--- config.mk ---
export PLATFORM = sky130hd
export DESIGN_NAME = register_stack_calculator
export DESIGN_NICKNAME = d
export VERILOG_FILES = /design/src/hdl/rsc_pkg.sv /design/src/hdl/rsc_alu.sv /design/src/hdl/register_stack_calculator.sv
export SDC_FILE = /design/constraint.sdc
export NUM_CORES = 2
export LEC_CHECK = 0
export ABC_CLOCK_PERIOD_IN_PS = 16500
export BUFFER_PORTS_ARGS = -buffer_cell sky130_fd_sc_hd__buf_2
export CELL_PAD_IN_SITES_DETAIL_PLACEMENT = 0
export CELL_PAD_IN_SITES_GLOBAL_PLACEMENT = 1
export CORE_ASPECT_RATIO = 0.75
export CORE_MARGIN = 2
export CORE_UTILIZATION = 56
export DETAILED_ROUTE_END_ITERATION = 12
export PLACE_DENSITY = 0.9
export SLEW_MARGIN = 20
export SYNTH_ARGS = -nofsm -noshare
export SYNTH_HDL_FRONTEND = slang
export SYNTH_SLANG_ARGS = --single-unit
--- constraint.sdc ---
create_clock -name clk_i -period 16.5 [get_ports clk_i]
set_clock_uncertainty 0.2 [all_clocks]
set_input_delay 3.3 -clock clk_i [delete_from_list [all_inputs] [get_ports clk_i]]
set_output_delay 3.3 -clock clk_i [all_outputs]
set_load 0.02 [all_outputs]
--- src/hdl/rsc_pkg.sv ---
// shared types and constants for the register stack calculator
package rsc_pkg;

  localparam int unsigned DataWidth  = 32;
  localparam int unsigned StackDepth = 16;
  localparam int unsigned SpWidth    = $clog2(StackDepth + 1);
  localparam int unsigned SaWidth    = $clog2(StackDepth);
  localparam int unsigned CntWidth   = $clog2(DataWidth + 1);

  typedef enum logic [3:0] {
    OpConst    = 4'd0,
    OpPush     = 4'd1,
    OpPop      = 4'd2,
    OpPrintnum = 4'd3,
    OpAdd      = 4'd4,
    OpSub      = 4'd5,
    OpMpy      = 4'd6,
    OpDiv      = 4'd7,
    OpMod      = 4'd8,
    OpLabel    = 4'd9
  } opcode_e;

  typedef enum logic [1:0] {
    StOk      = 2'd0,
    StUnder   = 2'd1,
    StOver    = 2'd2,
    StDivZero = 2'd3
  } status_e;

  typedef enum logic [2:0] {
    SIdle,
    SRead,
    SArith,
    SWrite,
    SOut
  } state_e;

  typedef struct packed {
    logic [3:0]  opcode;
    logic [2:0]  reg_index;
    logic signed [31:0] immediate;
  } req_t;

  typedef struct packed {
    logic [1:0]  status;
    logic        print_valid;
    logic signed [31:0] print_value;
    logic [4:0]  stack_depth;
  } rsp_t;

  // command to the serial arithmetic unit
  typedef struct packed {
    logic       start;
    logic [3:0] op;
  } alu_ctl_t;

  typedef struct packed {
    logic done;
  } alu_sts_t;

endpackage

--- src/hdl/rsc_alu.sv ---
// bit-serial add, subtract, multiply and signed divide/modulo
module rsc_alu (
  input  logic                          clk_i,
  input  logic                          rst_ni,
  input  rsc_pkg::alu_ctl_t             ctl_i,
  input  logic [rsc_pkg::DataWidth-1:0] x_i,
  input  logic [rsc_pkg::DataWidth-1:0] y_i,
  output rsc_pkg::alu_sts_t             sts_o,
  output logic [rsc_pkg::DataWidth-1:0] res_o
);
  localparam int unsigned W = rsc_pkg::DataWidth;

  logic                               busy_q, busy_d;
  logic [rsc_pkg::CntWidth-1:0]       cnt_q, cnt_d;
  logic [3:0]                         op_q, op_d;
  logic [W-1:0]                       a_q, a_d;   // shifting x / dividend
  logic [W-1:0]                       b_q, b_d;   // shifting y / divisor
  logic [W-1:0]                       acc_q, acc_d;
  logic                               c_q, c_d;
  logic                               negq_q, negq_d, negr_q, negr_d;
  logic                               fin_q, fin_d;
  logic [W:0]                         trial;
  logic [W-1:0]                       rem_sh;
  logic                               sbit, bbit;

  always_comb begin
    rem_sh = {acc_q[W-2:0], a_q[W-1]};
    trial  = {1'b0, rem_sh} - {1'b0, b_q};
    bbit   = (op_q == rsc_pkg::OpSub) ? ~b_q[0] : b_q[0];
    sbit   = a_q[0] ^ bbit ^ c_q;
  end

  always_comb begin
    busy_d = busy_q; cnt_d = cnt_q; op_d = op_q; a_d = a_q; b_d = b_q;
    acc_d = acc_q; c_d = c_q; negq_d = negq_q; negr_d = negr_q; fin_d = 1'b0;
    if (ctl_i.start) begin
      busy_d = 1'b1;
      cnt_d  = '0;
      op_d   = ctl_i.op;
      acc_d  = '0;
      c_d    = (ctl_i.op == rsc_pkg::OpSub);
      negq_d = x_i[W-1] ^ y_i[W-1];
      negr_d = x_i[W-1];
      if (ctl_i.op == rsc_pkg::OpDiv || ctl_i.op == rsc_pkg::OpMod) begin
        a_d = x_i[W-1] ? (W'(0) - x_i) : x_i;
        b_d = y_i[W-1] ? (W'(0) - y_i) : y_i;
      end else begin
        a_d = x_i;
        b_d = y_i;
      end
    end else if (busy_q) begin
      cnt_d = cnt_q + 1'b1;
      unique case (op_q)
        rsc_pkg::OpAdd, rsc_pkg::OpSub: begin
          // one sum bit a cycle, result shifts in from the top
          acc_d = {sbit, acc_q[W-1:1]};
          c_d   = (a_q[0] & bbit) | (c_q & (a_q[0] ^ bbit));
          a_d   = a_q >> 1;
          b_d   = b_q >> 1;
        end
        rsc_pkg::OpMpy: begin
          // shift-add on the multiplier bit, low bits only
          if (b_q[0]) acc_d = acc_q + a_q;
          a_d = a_q << 1;
          b_d = b_q >> 1;
        end
        default: begin
          // restoring division, quotient collects in a
          if (!trial[W]) begin
            acc_d = trial[W-1:0];
            a_d   = {a_q[W-2:0], 1'b1};
          end else begin
            acc_d = rem_sh;
            a_d   = {a_q[W-2:0], 1'b0};
          end
        end
      endcase
      if (cnt_q == rsc_pkg::CntWidth'(W - 1)) begin
        busy_d = 1'b0;
        fin_d  = 1'b1;
      end
    end
  end

  always_ff @(posedge clk_i or negedge rst_ni) begin
    if (!rst_ni) begin
      busy_q <= 1'b0;
      fin_q  <= 1'b0;
      cnt_q  <= '0;
    end else begin
      busy_q <= busy_d;
      fin_q  <= fin_d;
      cnt_q  <= cnt_d;
    end
  end

  always_ff @(posedge clk_i) begin
    op_q <= op_d; a_q <= a_d; b_q <= b_d; acc_q <= acc_d; c_q <= c_d;
    negq_q <= negq_d; negr_q <= negr_d;
  end

  always_comb begin
    sts_o.done = fin_q;
    case (op_q)
      rsc_pkg::OpDiv: res_o = negq_q ? (W'(0) - a_q) : a_q;
      rsc_pkg::OpMod: res_o = negr_q ? (W'(0) - acc_q) : acc_q;
      default:        res_o = acc_q;
    endcase
  end

  a_done_pulse: assert property (@(posedge clk_i) disable iff (!rst_ni)
    fin_q |=> !fin_q) else $error("alu done held");
  a_start_idle: assert property (@(posedge clk_i) disable iff (!rst_ni)
    ctl_i.start |-> !busy_q) else $error("alu started while busy");
  a_cnt_range: assert property (@(posedge clk_i) disable iff (!rst_ni)
    busy_q |-> cnt_q < rsc_pkg::CntWidth'(W)) else $error("alu count overrun");

endmodule

--- src/hdl/register_stack_calculator.sv ---
// top level of the register stack calculator
// One decoded instruction per request on the input channel (req_valid_i,
// req_stall_o, req_i); one response per request on the output channel
// (rsp_valid_o, rsp_stall_i, rsp_o) with status, print value and depth.
// The block handles one request at a time. Paths from acceptance to the
// response: const, label, push, bad codes and stack errors answer from
// the write state; pop and printnum after one registered stack read; div
// or mod by zero after two reads; add, sub, mpy, div and mod after the
// two operand reads and the 32-step bit-serial arithmetic unit and its
// done flag. A new request is accepted only after the response is taken.
// Reset clears the registers to zero and empties the stack; stack memory
// contents are not cleared and only entries below the stack pointer
// are ever used. While the receiver stalls the response stays on rsp_o
// and no new request is accepted.
module register_stack_calculator (
  input  logic          clk_i,
  input  logic          rst_ni,
  input  logic          req_valid_i,
  output logic          req_stall_o,
  input  rsc_pkg::req_t req_i,
  output logic          rsp_valid_o,
  input  logic          rsp_stall_i,
  output rsc_pkg::rsp_t rsp_o
);
  localparam int unsigned W = rsc_pkg::DataWidth;

  rsc_pkg::state_e                state_q, state_d;
  rsc_pkg::req_t                  req_q;
  logic [W-1:0]                   regs_q [8];
  logic [W-1:0]                   stack_mem [rsc_pkg::StackDepth];
  logic [rsc_pkg::SpWidth-1:0]    sp_q;
  logic [W-1:0]                   rd_q, x_q;
  logic                           second_q;
  rsc_pkg::rsp_t                  rsp_q;
  logic                           acc;
  logic                           err;
  logic [1:0]                     err_code;
  logic                           need_read;
  rsc_pkg::alu_ctl_t              alu_ctl;
  rsc_pkg::alu_sts_t              alu_sts;
  logic [W-1:0]                   alu_res;
  logic [rsc_pkg::SaWidth-1:0]    rd_addr;

  assign acc = req_valid_i && !req_stall_o;
  assign req_stall_o = (state_q != rsc_pkg::SIdle);
  assign rsp_valid_o = (state_q == rsc_pkg::SOut);
  assign rsp_o = rsp_q;

  // error check from the latched request
  always_comb begin
    err = 1'b0; err_code = rsc_pkg::StOk; need_read = 1'b0;
    unique case (req_q.opcode) inside
      rsc_pkg::OpConst, rsc_pkg::OpLabel: ;
      rsc_pkg::OpPush: begin
        if (sp_q >= rsc_pkg::SpWidth'(rsc_pkg::StackDepth)) begin
          err = 1'b1; err_code = rsc_pkg::StOver;
        end
      end
      rsc_pkg::OpPop, rsc_pkg::OpPrintnum: begin
        if (sp_q == '0) begin
          err = 1'b1; err_code = rsc_pkg::StUnder;
        end else need_read = 1'b1;
      end
      [rsc_pkg::OpAdd:rsc_pkg::OpMod]: begin
        if (sp_q < rsc_pkg::SpWidth'(2)) begin
          err = 1'b1; err_code = rsc_pkg::StUnder;
        end else need_read = 1'b1;
      end
      default: begin
        err = 1'b1; err_code = rsc_pkg::StUnder;
      end
    endcase
  end

  logic is_arith;
  assign is_arith = (req_q.opcode >= rsc_pkg::OpAdd) && (req_q.opcode <= rsc_pkg::OpMod);

  // next state
  always_comb begin
    state_d = state_q;
    unique case (state_q)
      rsc_pkg::SIdle: if (acc) state_d = rsc_pkg::SWrite;
      rsc_pkg::SWrite: begin
        if (!err && need_read) state_d = rsc_pkg::SRead;
        else state_d = rsc_pkg::SOut;
      end
      rsc_pkg::SRead: begin
        if (!is_arith) state_d = rsc_pkg::SOut;
        else if (second_q) begin
          if ((req_q.opcode == rsc_pkg::OpDiv || req_q.opcode == rsc_pkg::OpMod)
              && rd_q == '0) state_d = rsc_pkg::SOut;
          else state_d = rsc_pkg::SArith;
        end
      end
      rsc_pkg::SArith: if (alu_sts.done) state_d = rsc_pkg::SOut;
      rsc_pkg::SOut: if (!rsp_stall_i) state_d = rsc_pkg::SIdle;
      default: state_d = rsc_pkg::SIdle;
    endcase
  end

  // outputs of the sequencer
  always_comb begin
    alu_ctl.start = (state_q == rsc_pkg::SRead) && is_arith && second_q &&
                    (state_d == rsc_pkg::SArith);
    alu_ctl.op    = req_q.opcode;
    // top is read from the write cycle, second from the first read cycle
    rd_addr = (state_q == rsc_pkg::SRead && is_arith)
              ? rsc_pkg::SaWidth'(sp_q - rsc_pkg::SpWidth'(2))
              : rsc_pkg::SaWidth'(sp_q - rsc_pkg::SpWidth'(1));
  end

  rsc_alu u_alu (
    .clk_i  (clk_i),
    .rst_ni (rst_ni),
    .ctl_i  (alu_ctl),
    .x_i    (x_q),
    .y_i    (rd_q),
    .sts_o  (alu_sts),
    .res_o  (alu_res)
  );

  // stack memory: one write, one registered read
  always_ff @(posedge clk_i) begin
    if (state_q == rsc_pkg::SWrite && req_q.opcode == rsc_pkg::OpPush && !err)
      stack_mem[rsc_pkg::SaWidth'(sp_q)] <= regs_q[req_q.reg_index];
    else if (state_q == rsc_pkg::SArith && alu_sts.done)
      stack_mem[rsc_pkg::SaWidth'(sp_q - rsc_pkg::SpWidth'(2))] <= alu_res;
    rd_q <= stack_mem[rd_addr];
  end

  always_ff @(posedge clk_i) begin
    if (acc) req_q <= req_i;
  end

  always_ff @(posedge clk_i or negedge rst_ni) begin
    if (!rst_ni) begin
      state_q  <= rsc_pkg::SIdle;
      sp_q     <= '0;
      second_q <= 1'b0;
      for (int i = 0; i < 8; i++) regs_q[i] <= '0;
    end else begin
      state_q <= state_d;
      unique case (state_q)
        rsc_pkg::SWrite: begin
          second_q <= 1'b0;
          if (!err) begin
            if (req_q.opcode == rsc_pkg::OpConst)
              regs_q[req_q.reg_index] <= req_q.immediate;
            if (req_q.opcode == rsc_pkg::OpPush) sp_q <= sp_q + 1'b1;
          end
        end
        rsc_pkg::SRead: begin
          second_q <= 1'b1;
          if (req_q.opcode == rsc_pkg::OpPop) begin
            regs_q[req_q.reg_index] <= rd_q;
            sp_q <= sp_q - 1'b1;
          end
        end
        rsc_pkg::SArith: if (alu_sts.done) sp_q <= sp_q - 1'b1;
        default: ;
      endcase
    end
  end

  // top of stack kept while the second operand is read
  always_ff @(posedge clk_i) begin
    if (state_q == rsc_pkg::SRead && !second_q) x_q <= rd_q;
  end

  // response register; read data lands in the cycle after its address
  always_ff @(posedge clk_i) begin
    if (state_d == rsc_pkg::SOut && state_q != rsc_pkg::SOut) begin
      rsp_q.status      <= rsc_pkg::StOk;
      rsp_q.print_valid <= 1'b0;
      rsp_q.print_value <= '0;
      rsp_q.stack_depth <= 5'(sp_q);
      if (state_q == rsc_pkg::SWrite) begin
        rsp_q.status <= err_code;
        if (!err && req_q.opcode == rsc_pkg::OpPush)
          rsp_q.stack_depth <= 5'(sp_q + 1'b1);
      end else if (state_q == rsc_pkg::SRead) begin
        if (req_q.opcode == rsc_pkg::OpPrintnum) begin
          rsp_q.print_valid <= 1'b1;
          rsp_q.print_value <= rd_q;
        end else if (req_q.opcode == rsc_pkg::OpPop) begin
          rsp_q.stack_depth <= 5'(sp_q - 1'b1);
        end else begin
          rsp_q.status <= rsc_pkg::StDivZero;
        end
      end else begin
        rsp_q.stack_depth <= 5'(sp_q - 1'b1);
      end
    end
  end

  a_sp_bound: assert property (@(posedge clk_i) disable iff (!rst_ni)
    sp_q <= rsc_pkg::SpWidth'(rsc_pkg::StackDepth)) else $error("stack pointer overflow");
  a_out_holds: assert property (@(posedge clk_i) disable iff (!rst_ni)
    (rsp_valid_o && rsp_stall_i) |=> (rsp_valid_o && $stable(rsp_o)))
    else $error("response changed under stall");
  a_no_accept_busy: assert property (@(posedge clk_i) disable iff (!rst_ni)
    (state_q == rsc_pkg::SArith) |-> req_stall_o) else $error("accept during arith");
  a_sp_steady_idle: assert property (@(posedge clk_i) disable iff (!rst_ni)
    (state_q == rsc_pkg::SOut) |=> $stable(sp_q)) else $error("depth moved after result");

endmodule
== Yosys cells after proc, flatten, opt, wreduce, memory -nomap -nowiden ==
Memories as Yosys holds them, arrays and structs flattened. A register that Yosys moved wholly into a read port is not among the register bits.
Index checks and enable logic that the tools add are counted.
Widths: inputs -> output; s select.
Operators by class
  add/subtract/negate cells: 10
  order comparisons: 6
  equality and inequality tests: 26
  mux-type cells: 83
  bitwise logic cells: 10
  reduce and logical (&&, ||, !) cells: 40
Operators by type and width (count)
  $mux 256: 3
  $mux 32: 17
  $bwmux 256: 2
  $pmux 256 s2: 1
  $pmux 32 s2: 3
  $sub 1x32->32 const A: 4
  $bmux 32 s3: 1
  $demux 32 s3: 1
  $mux 5: 8
  $mux 35: 1
  $mux 33: 1
  $sub 32x32->33: 1
  $add 32x32->32: 1
  $logic_not 32->1: 1
  $reduce_or 32->1: 1
  $eq 4x3->1 const B: 6
  $mux 1: 24
  $mux 3: 7
  $pmux 3 s5: 1
  $pmux 5 s3: 1
  $logic_and 1x1->1: 14
  $eq 4x4->1 const B: 3
  $mux 6: 2
  $eq 3x2->1 const B: 3
  39 further kinds: 68
Storage, ports and cells
  register bits: 487
  memory bits (writable): 512
  input port bits: 43
  output and inout port bits: 42
  logic and storage cells: 205
  memories: 1
Memories
  stack_mem: depth 16, bits a word 32, read ports 1, clocked after Yosys merged registers in 1, wr ports 1, RTL line register_stack_calculator.sv:30  | logic [W-1:0] stack_mem [rsc_pkg::StackDepth];

== Longest topological paths before layout ==
  depth in word-level cells: 11
  depth in mapped cells: 13
  mapped depth without buffers: 12

== By module ==
Synthesis repeated with hierarchy kept, for this count alone.
Second synthesis, totals
  cells, all modules: 4270
  area total of the unflattened synthesis: 51862.2 um^2
By module, submodules not included
  register_stack_calculator: times used 1, cells an instance 2753, area an instance 40197.3 um^2, seq. area each 25979.9 um^2
  rsc_alu: times used 1, cells an instance 1517, area an instance 11664.9 um^2, seq. area each 2972.9 um^2

== Worst setup path before layout ==
Ideal clock, no wire load.
  path kind: input to register
  from: input req_valid_i
  to: register rsp_q (netlist bit rsp_o[0]), enable pin
  setup time: 0.562 ns
  arrival time: 7.916 ns
  data required time: 15.738 ns
  path slack: 7.821 ns
  stages: 3
  path buffers: 0
  cell sequence: nand2_1 > o211ai_1 > a2111oi_1
On the way
  cells in the longest elaborated chain, start to end: 5
RTL lines
  from (decl): RTL line register_stack_calculator.sv:18  | input logic req_valid_i,
  $logic_and 1x1->1: RTL line register_stack_calculator.sv:44  | assign acc = req_valid_i && !req_stall_o;
  $mux 3: RTL line register_stack_calculator.sv:82  | rsc_pkg::SIdle: if (acc) state_d = rsc_pkg::SWrite;
  $pmux 3 s5: RTL line register_stack_calculator.sv:81  | unique case (state_q)
  net state_d[1]: RTL line register_stack_calculator.sv:27  | rsc_pkg::state_e state_q, state_d;
  $eq 3x3->1: RTL line register_stack_calculator.sv:172  | if (state_d == rsc_pkg::SOut && state_q != rsc_pkg::SOut) begin
  $logic_and 1x1->1: RTL line register_stack_calculator.sv:172
  to (decl): RTL line register_stack_calculator.sv:34  | rsc_pkg::rsp_t rsp_q;
The timed path passes the listed nets, and every way through them passes these cells.
A chain may end at the register's enable or synchronous reset.

== Worst setup path in the final report ==
  from: register state_q[1]
  to: output rsp_valid_o
On the way
  cells in the longest elaborated chain, start to end: 1
RTL lines
  from (decl): RTL line register_stack_calculator.sv:27
  from (signal assigned): RTL line register_stack_calculator.sv:137  | state_q <= rsc_pkg::SIdle;
  from (signal assigned): RTL line register_stack_calculator.sv:142  | state_q <= state_d;
  $eq 3x3->1: RTL line register_stack_calculator.sv:46  | assign rsp_valid_o = (state_q == rsc_pkg::SOut);
  to (decl): RTL line register_stack_calculator.sv:21  | output logic rsp_valid_o,
No other way between the ends.

==> impl_metrics.tcl <==
set metrics [dict create \
    drtPass1Iterations 7 \
    end_kind "output port" \
    vias 33723 \
    netlist_area_um2 47500 \
    critPathLaunchType "register" \
    cts.clk_slew.worst_paths_ns 0.06 \
    maxCapViolCount 0 \
    syn_inst 3847 \
    die_x_um 340 \
    cts-root-buf "clkbuf_16" \
    viasPerCell 6.60 \
    yosys.area_share.xor_xnor_pct 2.73 \
    gr-usage-all-layers_pct 31.8 \
    die_area_um2 87200 \
    cts-resized-gates 0 \
    slew_viol_final 0 \
    cts_tree "yes" \
    drc 0 \
    path_class "reg -> out" \
    synth-edff-count 694 \
    clk_path_buf_depth 3 \
    yosysMostFrequentCell "edfxtp_1" \
    rsz0062_at_grt "no" \
    nets 4012 \
    final-hold-violation-count 0 \
    drtIter0Drc 4487 \
    cts_made_buffers 98 \
    grt_pass1_wl_um 207000 \
    tightest_slew_ns 1.25 \
    synth_top_cell_area_share_pct 43.9 \
    synth_top_family_by_area "compound AO/OA/AOI/OAI gates" \
    fin_util_pct 62.8 \
    peakVddDrop_mv 0.165 \
    placed_area_um2 49400 \
    rows 92 \
    critPathMaxStageDelay_ns 0.85 \
    die_y_um 256 \
    placeableCoreArea_um2 84000 \
    ys_seq_area_share_pct 60.9 \
    whs_ns 0.307 \
    synthAdderAreaFrac_pct 2.07 \
    synth_simple_gate_area_share_pct 9.46 \
    worstPathRequired_ns 13.00 \
    synth-seq-cells 1031 \
    power_leakage_nw 19.8 \
    crit_path_top_delay_cell "nor3b_1" \
    cts_max_level 3 \
    cp_cell_sequence "nor3b_1, buf_2" \
    io_buffers 84 \
    postLayoutCellArea_um2 52800 \
    synthMuxAreaShare_pct 7.67 \
    grt_pass1_vias 31694 \
    synth_area_leaders "edfxtp_1 44%, dfrtp_1 14%, mux4_2 6.1%" \
    wl_per_cell_um 27.2 \
    synth.avg_cell_area_um2 12.4 \
    finalWirelength_um 139000 \
    outcome "finished clean" \
    final-seq-area_um2 29000 \
    critical-path-top-delay-family "simple AND/OR/NAND/NOR gates" \
    io_pins 85 \
    final.fill_count 6256 \
    dp_hpwl_um 88400 \
    ant_nets 0 \
    antenna_found_initial 8 \
    crit_arrival_ns 2.44 \
    post-cts-setup-buffers 0 \
    clkLatencyLatePin_ns 0.70 \
    ys_top_cells_by_count "694 x edfxtp_1, 438 x a21oi_1, 410 x nor2_1" \
    synth_largest_area_cell "edfxtp_1" \
    initial_core_util_pct 56.5 \
    power.density_nw_per_um2 196 \
    hold_path_class "reg -> reg" \
    fmax_mhz 168 \
    grt-ovfl-total 0 \
    async_flop_share_pct 26.5 \
    crit_path_max_fanout 18 \
    syn_to_final_growth_pct 11.0 \
    multi_input_area_um2 17600 \
    cts_hold_buf 0 \
    yosys_warnings 0 \
    synth.distinct_cells 84 \
    finalPower_w 0.0103 \
    period_minus_slack_ns 5.94 \
    synth_nets 3967 \
    synth_compound_area_share_pct 14.6 \
    path_buf_inv 1 \
    grt_max_degree 126 \
    gp_congestion 0.933 \
    fin_crit_sh_pct 36.0 \
    tns_ns 0 \
    synth_ff_type "edfxtp_1" \
    setup_viol 0 \
    slew_headroom_pct 16.2 \
    cts_num_sinks 1031 \
    drive_gt1_share_pct 14.0 \
]
-- report_power, final --
group / leakage, nW / switching [W] / internal [W]
clock network: 1.60 / 0.00101 / 0.00126
registers: 10.7 / 0.000598 / 0.00342
logic: 7.49 / 0.00238 / 0.00166
-- stage by stage --
step | cells | setup slack, ns
floorplan | 3847 | 7.82
global placement | 4919 | 10.31
detailed placement | 4919 | 10.31
CTS | 5104 | 10.65
global route | 5105 | 10.49
finish | 5106 | 10.56
-- flip-flops by register name (all words and copies together) (netlist names), 5 cells and up --
signal / flops
regs_q: 256
u_alu.a_q: 32
u_alu.b_q: 32
x_q: 32
stack_mem: 512
rd_q: 32
u_alu.cnt_q: 6
sp_q: 5
rsp_o: 40
req_q: 35
u_alu.acc_q: 32
-- routing by layer --
layer | global-route usage (%) | vias to the layer above | wire length [µm]
met5 | 0 | - | 55
met4 | 12.2 | 8 | 5820
met3 | 7.42 | 330 | 17000
met2 | 46.3 | 2089 | 60200
met1 | 46.6 | 16573 | 56000
li1 | - | 14723 | -
-- worst reg2reg max path: cells and delay by family (launching register included) --
family / cells / cell delay [ns]
AOI/OAI and AO/OA: 2 / 0.41
buffers and inverters: 3 / 1.24
DFF: 1 / 0.71
and+or+nand+nor: 4 / 1.89
-- cells in the final DEF, fill, tap and decap left out, drive strengths merged, types with 77 or more instances in the layout --
master	instances
a21oi	438
buf	184
clkbuf	126
dfrtp	273
edfxtp	694
inv	77
mux4	128
nand2	241
nor2	411
o21ai	162
xnor2	90
-- cell families (layout without fill, tap and decap cells) --
group                    after synthesis  after routing
AO/OA/AOI/OAI                       1090           1090
flip-flops                          1031           1031
AND/OR/NAND/NOR                      981            981
buffers and inverters                316            446
multiplexers                         204            204
XOR/XNOR                             148            148
adder cells (fa/ha/maj)               77             77
other                                  0              1
-- layout make-up --
cell class / count / share of cell area (%)
diodes: 1 / 0.00474
well taps: 1128 / 2.68
repair buffers: 185 / 2.26
inverters: 76 / 0.541
multi-input cells: 2500 / 33.4
clock inverters: 60 / 1.12
clock buffers: 125 / 5.09
flip-flops and latches: 1031 / 54.9
-- worst paths after layout --
path                                start                end  slack, ns  depth (start not counted)
max                            state_q[1]        rsp_valid_o      10.56                          2
min reg2reg                u_alu.cnt_q[5]        u_alu.sts_o       0.31                          1
min                        u_alu.cnt_q[5]        u_alu.sts_o       0.31                          1
max in group asynchronous          rst_ni        regs_q[166]      11.12                          3
max reg2reg                    state_q[1]  stack_mem[14][27]      11.62                          9
min in group asynchronous          rst_ni        regs_q[123]       2.55                          1
Power figures use the tool's default switching activity.
